### config.mk
export PLATFORM = sky130hd
export DESIGN_NAME = gmde_front_flat
export DESIGN_NICKNAME = d
export VERILOG_FILES = /design/src/rtl/gmde_pkg.sv /design/src/rtl/gmde_req_if.sv /design/src/rtl/gmde_front.sv /design/src/flat_wrapper.sv
export SDC_FILE = /design/constraint.sdc
export NUM_CORES = 1
export LEC_CHECK = 0
export BUFFER_PORTS_ARGS = -buffer_cell sky130_fd_sc_hd__buf_4
export CAP_MARGIN = 20
export CORE_ASPECT_RATIO = 0.8
export CORE_MARGIN = 4
export CORE_UTILIZATION = 50
export DETAILED_ROUTE_END_ITERATION = 10
export PLACE_DENSITY = 0.87
export SYNTH_ARGS = -nofsm -noshare
export SYNTH_HDL_FRONTEND = slang
export SYNTH_SLANG_ARGS = --single-unit
### constraint.sdc
create_clock -name clock -period 11.75 [get_ports clock]
set_clock_uncertainty 0.2 [all_clocks]
set_input_delay 0.5875 -clock clock [delete_from_list [all_inputs] [get_ports clock]]
set_output_delay 0.5875 -clock clock [all_outputs]
set_load 0.01 [all_outputs]
### src/rtl/gmde_pkg.sv
// gmde_pkg: shared constants and types for the gaussian mixture density evaluator
// no dependencies
`default_nettype none
package gmde_pkg;
   localparam int MaxComponents = 16;
   localparam int IdxW          = $clog2(MaxComponents);
   localparam int CntW          = $clog2(MaxComponents + 1);
   localparam int QueueDepth    = 2;

   localparam logic [31:0] InvSqrt2PiQ32 = 32'd1713444047;
   localparam logic [31:0] Log2eQ30      = 32'd1549082005;
   localparam logic [31:0] Ln2Q30        = 32'd744261118;
   localparam logic [30:0] OneQ30        = 31'h4000_0000;
   localparam logic [35:0] ZLimit        = 36'd12 << 16;
   localparam int SeriesTerms            = 12;

   typedef enum logic {
      CMD_LOAD = 1'b0,
      CMD_EVAL = 1'b1
   } cmd_type;

   // one queued job between front and back
   typedef struct packed {
      cmd_type         cmd;
      logic [IdxW-1:0] slot;
      logic [15:0]     weight;
      logic [31:0]     mean;
      logic [31:0]     variance;
      logic [31:0]     point;
   } job_type;
endpackage
`default_nettype wire

### src/rtl/gmde_req_if.sv
// gmde_req_if: request channel (valid/ready plus input item)
// depends on nothing
`default_nettype none
interface gmde_req_if;
   logic        valid;
   logic        ready;
   logic        command;
   logic [3:0]  component_index;
   logic [15:0] comp_weight_in;
   logic [31:0] comp_mean_in;
   logic [31:0] comp_variance_in;
   logic [31:0] grid_point;
   modport source (output valid, command, component_index, comp_weight_in,
                   comp_mean_in, comp_variance_in, grid_point, input ready);
   modport sink   (input valid, command, component_index, comp_weight_in,
                   comp_mean_in, comp_variance_in, grid_point, output ready);
endinterface
`default_nettype wire

### src/rtl/gmde_front.sv
// gmde_front: accepts request transfers and queues them as jobs
// depends on gmde_pkg, gmde_req_if
`default_nettype none
module gmde_front (
   input  wire logic          clock,
   input  wire logic          reset,
   gmde_req_if.sink           req,
   output gmde_pkg::job_type  job,
   output logic               job_valid,
   input  wire logic          job_pop
);
   localparam int PtrW = $clog2(gmde_pkg::QueueDepth);

   gmde_pkg::job_type   q_ff [gmde_pkg::QueueDepth];
   logic [PtrW-1:0]     wr_ptr_ff, rd_ptr_ff;
   logic [PtrW:0]       count_ff;
   logic                push;
   gmde_pkg::job_type   incoming;

   assign req.ready = (count_ff != (PtrW+1)'(gmde_pkg::QueueDepth));
   assign push      = req.valid && req.ready;
   assign job_valid = (count_ff != '0);
   assign job       = q_ff[rd_ptr_ff];

   // classify the transfer into a job
   always_comb begin
      incoming.cmd      = gmde_pkg::cmd_type'(req.command);
      incoming.slot     = req.component_index[gmde_pkg::IdxW-1:0];
      incoming.weight   = req.comp_weight_in;
      incoming.mean     = req.comp_mean_in;
      incoming.variance = req.comp_variance_in;
      incoming.point    = req.grid_point;
   end

   // small fifo
   always_ff @(posedge clock) begin
      if (reset) begin
         wr_ptr_ff <= '0;
         rd_ptr_ff <= '0;
         count_ff  <= '0;
      end else begin
         if (push) begin
            q_ff[wr_ptr_ff] <= incoming;
            wr_ptr_ff       <= wr_ptr_ff + 1'b1;
         end
         if (job_pop) begin
            rd_ptr_ff <= rd_ptr_ff + 1'b1;
         end
         count_ff <= count_ff + (PtrW+1)'(push) - (PtrW+1)'(job_pop);
      end
   end
endmodule
`default_nettype wire

### src/flat_wrapper.sv
// flat-port wrapper written by rule: the top's interface ports become plain ports
module gmde_front_flat 
  (clock, reset, job, job_valid, job_pop, req_valid, req_command, req_component_index, req_comp_weight_in, req_comp_mean_in, req_comp_variance_in, req_grid_point, req_ready);
  gmde_req_if req_i ();
  input  wire logic clock;
  input  wire logic reset;
  output gmde_pkg::job_type job;
  output logic job_valid;
  input  wire logic job_pop;
  input wire logic [$bits(req_i.valid)-1:0] req_valid;
  input wire logic [$bits(req_i.command)-1:0] req_command;
  input wire logic [$bits(req_i.component_index)-1:0] req_component_index;
  input wire logic [$bits(req_i.comp_weight_in)-1:0] req_comp_weight_in;
  input wire logic [$bits(req_i.comp_mean_in)-1:0] req_comp_mean_in;
  input wire logic [$bits(req_i.comp_variance_in)-1:0] req_comp_variance_in;
  input wire logic [$bits(req_i.grid_point)-1:0] req_grid_point;
  output wire logic [$bits(req_i.ready)-1:0] req_ready;
  assign req_i.valid = req_valid;
  assign req_i.command = req_command;
  assign req_i.component_index = req_component_index;
  assign req_i.comp_weight_in = req_comp_weight_in;
  assign req_i.comp_mean_in = req_comp_mean_in;
  assign req_i.comp_variance_in = req_comp_variance_in;
  assign req_i.grid_point = req_grid_point;
  assign req_ready = req_i.ready;
  gmde_front u_core (.clock(clock), .reset(reset), .req(req_i), .job(job), .job_valid(job_valid), .job_pop(job_pop));
endmodule
==> results.toml, run 1 <==
[setup_path]
top_fanout_value_on_the_critical_path = 76
crit_path_top_delay_cell = "sky130_fd_sc_hd__buf_4"
critPathMostFrequentCell = "sky130_fd_sc_hd__buf_4"
crit_required_ns = 10.96
cp_class = "flop to primary output"
timing.critical_path.cells = "buf_4 > mux2_2 > buf_4"
worstPathArrival_ns = 2.85
critical_path.startpoint_type = "flop"
crit_end_element = "primary output"
cp_num_buf_inv = 2
cp_slowest_stage_delay_ns = 0.90
family_with_the_most_delay_on_the_worst_path = "buffers and inverters"

[cts]
worst_case_clock_buffer_depth = 3
sinks_on_clock_net = 239
postCtsResizedCells = 0
cts_post_setup_buffers_inserted = 0
ctsHoldBuffers = 0
cts-buffers-inserted = 23
cts_htree_levels = 1
clkTransAtPathRegs_ns = 0.06
clock-root-buffer = "sky130_fd_sc_hd__clkbuf_16"
tritoncts = "yes"
clk-insertion-delay-late_ns = 0.49

[route]
post-route-drc-count = 0
postRouteAntennaNets = 0
route.detailed.vias_per_inst = 5.06
drt-initial-drc-count = 195
wire_per_inst_um = 19.6
postRouteWirelength_um = 17500
drt_first_pass_iters = 4
routed-via-count = 4495

[yosys]
synth_cells = 394
syn-num-nets = 516
synth.ff_latch_count = 239
synth_cell_type_count = 21
yosysWarnings = 0
mappedNetlistArea_sq_mm = 0.00880
synthesis.area_per_instance_sq_um = 22.3
synth_seq_area_share_pct = 81.0

[timing]
fin_crit_ns = 3.63
max_slew_violation_count = 0
fin_tns_setup_ns = 0
finalSetupViolCount = 0
hold_violations = 0
timing_worst_slew_pin_value_ns = 1.11
rsz0062_at_grt = "false"
fmax_ghz = 0.275
final_min_period_over_clock_period_pct = 30.9
worst_slew_margin_rel_pct = 25.9

[job]
cap_viol_max_count = 0

[power_and_ir_drop]
sum_of_internal_switching_and_leakage_power_mw = 1.89
standby_leakage_power_nw = 4.30
max-vdd-ir-drop_mv = 0.128
cellPowerDensity_mw_per_mm2 = 164

[cells_and_area]
seq_area_sq_mm = 0.00713
final_net_count = 771
antenna_cells = 0
multiInputGateArea_sq_mm = 0.00157
area_growth_syn_to_layout_pct = 30.8
n_fill_cell = 1157
drive_gt1_share_pct = 60.1

[floorplan]
fp-row-count = 43
initial_core_util_pct = 50.8
floorplan.die.width_um = 156
pin_count = 240
die-area_sq_mm = 0.0198
fp.dieH_um = 127
core_area_sq_mm = 0.0173

[grt]
groute.usage.overall_pct = 17.0
grt_pass1_wl_um = 26600
number_of_antenna_violations_at_the_first_check_in_global_routing = 0
global_route.overflow_total = 0
grt_pass1_vias = 5013
grt_start_max_net_pins = 77

[run_status]
outcome = "completed"

[placement]
port_buffers = 239
dp.final_hpwl_um = 11800
place_congestion = 0.809

[min_path]
min_path_type = "primary input to flop"
==> cells in the final DEF, fill, tap and decap left out, drive strengths merged <==
cell / count
buf: 244
edfxtp: 234
mux2: 118
clkbuf: 23
clkinv: 13
dfxtp: 5
nor2b: 3
inv: 3
nor2: 3
clkinvlp: 3
nor3: 3
nand2: 2
nor3b: 1
or2: 1
a21boi: 1
xnor2: 1
mux2i: 1
o21ai: 1
or3: 1
a21oi: 1
ha: 1
bufinv: 1
==> per-layer routing <==
metal	wire length [um]	vias to the layer above	global-route usage, %
met1	6770	2200	21.2
met2	8770	189	29.0
met4	524	0	5.10
met5	0	-	0
li1	-	2067	-
met3	1390	39	4.88
==> flip-flops by register name, indices dropped and copies added (netlist names), named ones only <==
register / count
u_core.count_ff: 2
u_core.q_ff: 234
u_core.rd_ptr_ff: 1
u_core.wr_ptr_ff: 1
==> through the flow <==
stage	hold WS [ns]	util, %	setup WS (ns)	std cells	cell area (sq um)
after floorplan	0.267	-	1.50	394	8800
after global placement	0.283	62.5	8.67	849	10800
after detailed placement	0.314	62.5	8.62	849	10800
after CTS	0.0519	66.5	8.07	889	11500
after global routing	0.0492	66.5	7.96	889	11500
final	0.0758	66.5	8.12	889	11500
==> area by class of cell <==
| class | instances | area share, % |
|---|---|---|
| Clock inverter | 17 | 0.946 |
| Timing Repair Buffer | 244 | 15.9 |
| Multi-Input combinational cell | 138 | 13.7 |
| Inverter | 3 | 0.0978 |
| Clock buffer | 23 | 5.00 |
| Sequential cell | 239 | 61.9 |
| Tap cell | 225 | 2.45 |
==> final timing paths <==
check,start,to,slack (ns),cells past startpoint
hold reg to reg,u_core.rd_ptr_ff$_SDFFE_PP0P_,flop,0.33,2
hold / removal,req_comp_variance_in[28],u_core.q_ff[1][60]$_DFFE_PP_,0.08,1
setup / recovery,flop,job[108],8.12,3
setup reg to reg,u_core.count_ff[1]$_SDFF_PP0_,u_core.q_ff[1][49]$_DFFE_PP_,9.52,5
==> Yosys cell counts <==
cell type	number	area share [%]
sky130_fd_sc_hd__mux2i_1	1	0.11
sky130_fd_sc_hd__nand2_1	2	0.085
sky130_fd_sc_hd__mux2_4	30	5.1
sky130_fd_sc_hd__or3_1	1	0.071
sky130_fd_sc_hd__inv_1	3	0.13
sky130_fd_sc_hd__edfxtp_1	234	80
sky130_fd_sc_hd__a21oi_1	1	0.057
sky130_fd_sc_hd__xnor2_1	1	0.10
sky130_fd_sc_hd__nor2_1	3	0.13
sky130_fd_sc_hd__dfxtp_1	5	1.1
sky130_fd_sc_hd__nor3b_1	1	0.085
sky130_fd_sc_hd__buf_2	8	0.45
sky130_fd_sc_hd__nor2b_1	3	0.21
sky130_fd_sc_hd__o21ai_0	1	0.057
sky130_fd_sc_hd__clkbuf_1	1	0.043
sky130_fd_sc_hd__buf_6	5	0.64
sky130_fd_sc_hd__ha_1	1	0.14
sky130_fd_sc_hd__a21boi_0	1	0.085
sky130_fd_sc_hd__or2_2	1	0.071
sky130_fd_sc_hd__nor3_1	3	0.17
sky130_fd_sc_hd__mux2_2	88	11
==> report_power, final <==
group / switching [mW] / total [mW] / internal (mW)
clock network: 0.291 / 0.668 / 0.377
logic: 0.101 / 0.226 / 0.125
registers: 0.0162 / 0.999 / 0.982
==> logic make-up (layout without fill, tap and decap cells) <==
family	after synthesis	count (layout)	share of synthesized area (%)
compound gates	3	3	0.199
xor+xnor	1	1	0.0995
fa+ha+maj	1	1	0.142
buf+inv	17	287	1.27
flops	239	239	81.0
mux	119	119	16.5
simple gates	14	14	0.825
Power figures use the tool's default switching activity.
==> inputs of run 2 (changes only) <==
CORE_UTILIZATION = 47   (was 50)
PLACE_DENSITY = 0.86   (was 0.87)
clock period = 3.32 ns   (was 11.75 ns; I/O delays follow)
==> run 2 against run 1 <==
  * Setup slack lost 7.4 ns
  * Cell count grew 17%
  * Clock power grew to 4.0 times the previous value
  * Largest cell class unchanged
  * Critical path type unchanged
==> results.toml, run 2 (same netlist as run 1, synthesis figures left out) <==
[run_status]
outcome = "completed"

[grt]
grt_start_max_net_pins = 92
grt_pass1_wl_um = 31400
grt_pass1_vias = 5693
global_route.overflow_total = 0
groute.usage.overall_pct = 19.1
number_of_antenna_violations_at_the_first_check_in_global_routing = 0

[cells_and_area]
max_flop_register = "u_core.q_ff"
layout.core_utilization_pct = 70.8
drive_gt1_share_pct = 51.7
mostFrequentLayoutCells = "242 x sky130_fd_sc_hd__buf_4, 234 x sky130_fd_sc_hd__edfxtp_1, 121 x sky130_fd_sc_hd__dlygate4sd3_1"
antenna_cells = 0
top_regs = "u_core.q_ff: 234 flops, u_core.count_ff: 2 flops"
layout.cell_area.non_filler_sq_mm = 0.0129
final_net_count = 894
largest_register_ff_count = 234
area_growth_syn_to_layout_pct = 47.0
commonest_non_fill_non_tap_cell_in_the_layout = "sky130_fd_sc_hd__buf_4"
final_cells = 1042

[route]
wire_per_inst_um = 20.0
postRouteWirelength_um = 20800
route.detailed.vias_per_inst = 4.90
drt-initial-drc-count = 292
post-route-drc-count = 0
drt_first_pass_iters = 4
routed-via-count = 5103
postRouteAntennaNets = 0

[power_and_ir_drop]
net-switching-power_mw = 1.55
cellPowerDensity_mw_per_mm2 = 555
internal-power_mw = 5.62
power.clock.fraction_pct = 37.4
seq_power_share_pct = 49.3
standby_leakage_power_nw = 4.89
power.combinational.fraction_pct = 13.4
swShare_pct = 21.6
max-vdd-ir-drop_mv = 0.538

[setup_path]
crit_required_ns = 2.95
top_fanout_value_on_the_critical_path = 33
cp_num_buf_inv = 2
critPathMostFrequentCell = "sky130_fd_sc_hd__buf_4"
cp_slowest_stage_delay_ns = 0.62
timing.critical_path.cells = "buf_4 > mux2_2 > buf_4"
cp_class = "flop to primary output"
critical_path.startpoint_type = "flop"
r2r_setup_slack_ns = 1.25
worstPathArrival_ns = 2.19
crit_path_top_delay_cell = "sky130_fd_sc_hd__dfxtp_4"
crit_end_element = "primary output"
family_with_the_most_delay_on_the_worst_path = "buffers and inverters"

[cts]
cts_htree_levels = 1
clk-insertion-delay-late_ns = 0.49
cts-buffers-inserted = 24
sinks_on_clock_net = 239
worst_case_clock_buffer_depth = 3
clkTransAtPathRegs_ns = 0.07
clock-root-buffer = "sky130_fd_sc_hd__clkbuf_16"
tritoncts = "yes"

[timing]
rsz0062_at_grt = "false"
hold_violations = 0
finalSetupViolCount = 0
worst_slack_ns = 0.761
fin_crit_ns = 2.56
timing_worst_slew_pin_value_ns = 0.654
final_min_period_over_clock_period_pct = 77.1
fmax_ghz = 0.391
worst_slew_margin_rel_pct = 56.4
max_slew_violation_count = 0

[placement]
placed_cells = 878
place_congestion = 0.774
port_buffers = 239
place_area_sq_mm = 0.0109
pre_cts_ws_ns = 1.26
dp.final_hpwl_um = 12000

[floorplan]
fp-row-count = 44
pin_count = 240
core_area_sq_mm = 0.0183
initial_core_util_pct = 48.2
floorplan.die.width_um = 161
fp.dieH_um = 130
die-area_sq_mm = 0.0210

[min_path]
min_path_type = "primary input to flop"

[job]
cap_viol_max_count = 0
==> run 2: cell count changes in the layout (fill, tap and decap cells not counted), moves of 2 or more <==
| cell | previous run | this run |
|---|---|---|
| sky130_fd_sc_hd__clkbuf_16 | 23 | 25 |
| sky130_fd_sc_hd__buf_4 | 244 | 242 |
| sky130_fd_sc_hd__bufinv_16 | 1 | 3 |
| sky130_fd_sc_hd__dfxtp_2 | 0 | 2 |
| sky130_fd_sc_hd__clkinvlp_4 | 3 | 1 |
| sky130_fd_sc_hd__buf_12 | 0 | 3 |
| sky130_fd_sc_hd__dlygate4sd3_1 | 0 | 121 |
| sky130_fd_sc_hd__dfxtp_1 | 4 | 2 |
==> run 2: final timing paths <==
kind,from,end,depth (start not counted)
worst max register to register,u_core.count_ff[1]$_SDFF_PP0_,u_core.q_ff[1][115]$_DFFE_PP_,5
worst min-delay path,req_grid_point[19],u_core.q_ff[0][19]$_DFFE_PP_,2
worst max-delay path,flop,job[33],3
worst min register to register,u_core.wr_ptr_ff$_SDFFE_PP0P_,u_core.wr_ptr_ff$_SDFFE_PP0P_,2
==> run 2: cell type report <==
| type | instances | area, sq um |
|---|---|---|
| flip-flops and latches | 239 | 7130 |
| fillers | 1088 | 5340 |
| repair buffers | 366 | 3090 |
| multi-input cells | 138 | 1600 |
| clock buffers | 26 | 629 |
| well taps | 253 | 317 |
| clock inverters | 17 | 159 |
| inverters | 3 | 11.3 |
==> run 2: routing by layer <==
layer / GRT usage, % / part of all wire [%] / vias to the layer above
met5: 0 / 0 / -
met1: 22.7 / 39 / 2535
met2: 35.8 / 52 / 213
met4: 5.32 / 2.4 / 0
met3: 4.14 / 6.1 / 36
li1: - / - / 2319
==> run 2: worst register-to-register path, stage by stage, from the launching register on <==
cell and delay (ns):
sky130_fd_sc_hd__dfxtp_2 0.33, sky130_fd_sc_hd__nor2b_4 0.13, sky130_fd_sc_hd__inv_2 0.09, sky130_fd_sc_hd__nand2_4 0.07, sky130_fd_sc_hd__nor3b_4 0.26, sky130_fd_sc_hd__buf_4 0.58
==> run 2: repair_timing <==
action | in CTS | in global routing
hold endpoints to repair | 239 | 0
setup buffers | 0 | 0
gates resized for setup | 0 | 0
hold buffers | 121 | 0
==> run 2: power groups by stage <==
| stage | sequential, mW | combinational (mW) | clock (mW) |
|---|---|---|---|
| global placement | 3.58 | 0.804 | 0 |
| detailed placement | 3.60 | 0.829 | 0 |
| CTS | 3.53 | 0.953 | 2.72 |
| global route | 3.54 | 1.02 | 2.88 |
| floorplan | 3.58 | 0.426 | 0 |
| finish | 3.53 | 0.960 | 2.68 |
==> run 2: metrics by stage <==
stage	total power [mW]	TNS, ns	hold slack (ns)
3_5_place_dp	4.42	0	0.153
4_1_cts	7.20	0	0.169
3_3_place_gp	4.39	0	0.151
2_1_floorplan	4.00	-185.75	0.0649
5_1_grt	7.45	0	0.174
6_report	7.17	0	0.186
==> inputs of run 3 (changes only) <==
CORE_UTILIZATION = 50   (was 47)
PLACE_DENSITY = 0.87   (was 0.86)
clock period = 2.5 ns   (was 3.32 ns; I/O delays follow)
==> run 3 against run 2 <==
  * Cell area rose by 0.16%
  * Register-to-register slack got worse by 0.62 ns
  * Sequential share of layout area fell by 0.091 points
  * Sequential cell count did not move
  * Critical endpoint is now job[45]
  * Highest routed layer unchanged
==> results.toml, run 3 (same netlist as run 1, synthesis figures left out) <==
[setup_path]
cp_slowest_stage_delay_ns = 0.47
worstReg2RegStart = "u_core.count_ff[1]$_SDFF_PP0_"
timing.critical_path.cells = "buf_12 > mux2_2 > buf_4"
crit_end_element = "primary output"
critical_path.endpoint = "job[45]"
crit_path_top_delay_cell = "sky130_fd_sc_hd__dfxtp_4"
worstReg2RegEnd = "u_core.q_ff[1][102]$_DFFE_PP_"
r2r_setup_slack_ns = 0.63
top_fanout_value_on_the_critical_path = 57
worstPathArrival_ns = 1.91
cp_class = "flop to primary output"
crit_required_ns = 2.17
critical_path.startpoint_type = "flop"
worst_r2r_path_depth = 5

[cells_and_area]
top_regs = "u_core.q_ff: 234 flops, u_core.count_ff: 2 flops"
commonest_non_fill_non_tap_cell_in_the_layout = "sky130_fd_sc_hd__buf_4"
n_fill_cell = 939
max_flop_register = "u_core.q_ff"
largest_register_ff_count = 234
layout.cell_area.non_filler_sq_mm = 0.0130
mostFrequentLayoutCells = "239 x sky130_fd_sc_hd__buf_4, 234 x sky130_fd_sc_hd__edfxtp_1, 121 x sky130_fd_sc_hd__dlygate4sd3_1"
final_cells = 1016
final_net_count = 894
area_growth_syn_to_layout_pct = 47.2
drive_gt1_share_pct = 52.0

[floorplan]
fp.dieH_um = 127
fp-row-count = 43
initial_core_util_pct = 50.8
floorplan.die.width_um = 156
pin_count = 240
die-area_sq_mm = 0.0198
core_area_sq_mm = 0.0173

[timing]
timing_worst_slew_pin_value_ns = 0.426
hold_violations = 0
finalSetupViolCount = 0
final_min_period_over_clock_period_pct = 89.3
rsz0062_at_grt = "false"
max_slew_violation_count = 0
fin_tns_setup_ns = 0
worst_slack_ns = 0.267
fin_crit_ns = 2.23
fmax_ghz = 0.448
worst_slew_margin_rel_pct = 71.6

[placement]
dp.final_hpwl_um = 11500
placed_cells = 850
place_area_sq_mm = 0.0109
pre_cts_ws_ns = 0.667
place_congestion = 0.736
port_buffers = 239

[grt]
groute.usage.overall_pct = 19.8
global_route.overflow_total = 0
number_of_antenna_violations_at_the_first_check_in_global_routing = 0
grt_start_max_net_pins = 75
grt_pass1_vias = 5634
grt_pass1_wl_um = 30700

[power_and_ir_drop]
power.clock.fraction_pct = 37.6
cellPowerDensity_mw_per_mm2 = 738
sum_of_internal_switching_and_leakage_power_mw = 9.56
max-vdd-ir-drop_mv = 0.625
power.combinational.fraction_pct = 13.5
standby_leakage_power_nw = 4.92
swShare_pct = 21.7
internal-power_mw = 7.49
seq_power_share_pct = 48.9
net-switching-power_mw = 2.07

[route]
postRouteAntennaNets = 0
postRouteWirelength_um = 20100
post-route-drc-count = 0
wire_per_inst_um = 19.8
route.detailed.vias_per_inst = 5.02
routed-via-count = 5096
drt_first_pass_iters = 4
drt-initial-drc-count = 265

[run_status]
outcome = "completed"

[cts]
sinks_on_clock_net = 239
clk-insertion-delay-late_ns = 0.49
cts-buffers-inserted = 24
tritoncts = "yes"
cts_htree_levels = 1
clkTransAtPathRegs_ns = 0.07
clock-root-buffer = "sky130_fd_sc_hd__clkbuf_16"
postCtsResizedCells = 0
cts_post_setup_buffers_inserted = 0
ctsHoldBuffers = 121
worst_case_clock_buffer_depth = 3

[job]
cap_viol_max_count = 0

[min_path]
min_path_type = "primary input to flop"
[run 3: power by group through the flow]
stage | combinational (mW) | sequential [mW] | clock, mW
floorplan | 0.566 | 4.75 | 0
global placement | 1.09 | 4.74 | 0
detailed placement | 1.12 | 4.76 | 0
CTS | 1.28 | 4.68 | 3.66
global route | 1.37 | 4.69 | 3.85
finish | 1.29 | 4.68 | 3.59
[run 3: through the flow]
stage | utilization (%) | hold WS [ns]
detailed placement | 63.2 | 0.114
global placement | 63.2 | 0.110
floorplan | - | 0.0239
finish | 74.8 | 0.149
global route | 74.8 | 0.128
CTS | 74.8 | 0.125
[run 3: area by class of cell]
type | count | area (sq um) | share of cell area [%]
sequential | 239 | 7130 | 55.0
timing repair buffer | 366 | 3130 | 24.1
multi-input combinational | 138 | 1600 | 12.3
clock buffer | 26 | 629 | 4.86
tap | 225 | 282 | 2.17
clock inverter | 18 | 175 | 1.35
inverter | 3 | 11.3 | 0.0869
antenna | 1 | 2.50 | 0.0193
[run 3: how the worst min path moves through the flow]
stage / start / endpoint / slack (ns) / cells after the start
floorplan: req_grid_point[0] / u_core.q_ff[0][0]$_DFFE_PP_ / 0.02 / 0
global placement: req_comp_variance_in[5] / u_core.q_ff[0][37]$_DFFE_PP_ / 0.11 / 1
detailed placement: req_comp_variance_in[27] / u_core.q_ff[1][59]$_DFFE_PP_ / 0.11 / 1
CTS: req_comp_weight_in[9] / u_core.q_ff[1][105]$_DFFE_PP_ / 0.12 / 2
global route: req_comp_weight_in[9] / u_core.q_ff[1][105]$_DFFE_PP_ / 0.13 / 2
finish: req_grid_point[21] / u_core.q_ff[0][21]$_DFFE_PP_ / 0.15 / 2
[run 3: worst max-delay path: cells and delay by family (launching register included)]
kind,cells,cell delay [ns]
mux,1,0.41
buf+inv,2,0.47
flops,1,0.47
[run 3: per-layer routing]
metal	wire [um]	GRT usage (%)
met4	484	5.05
met1	7800	24.3
met2	10500	35.4
met3	1320	4.64
met5	0	0
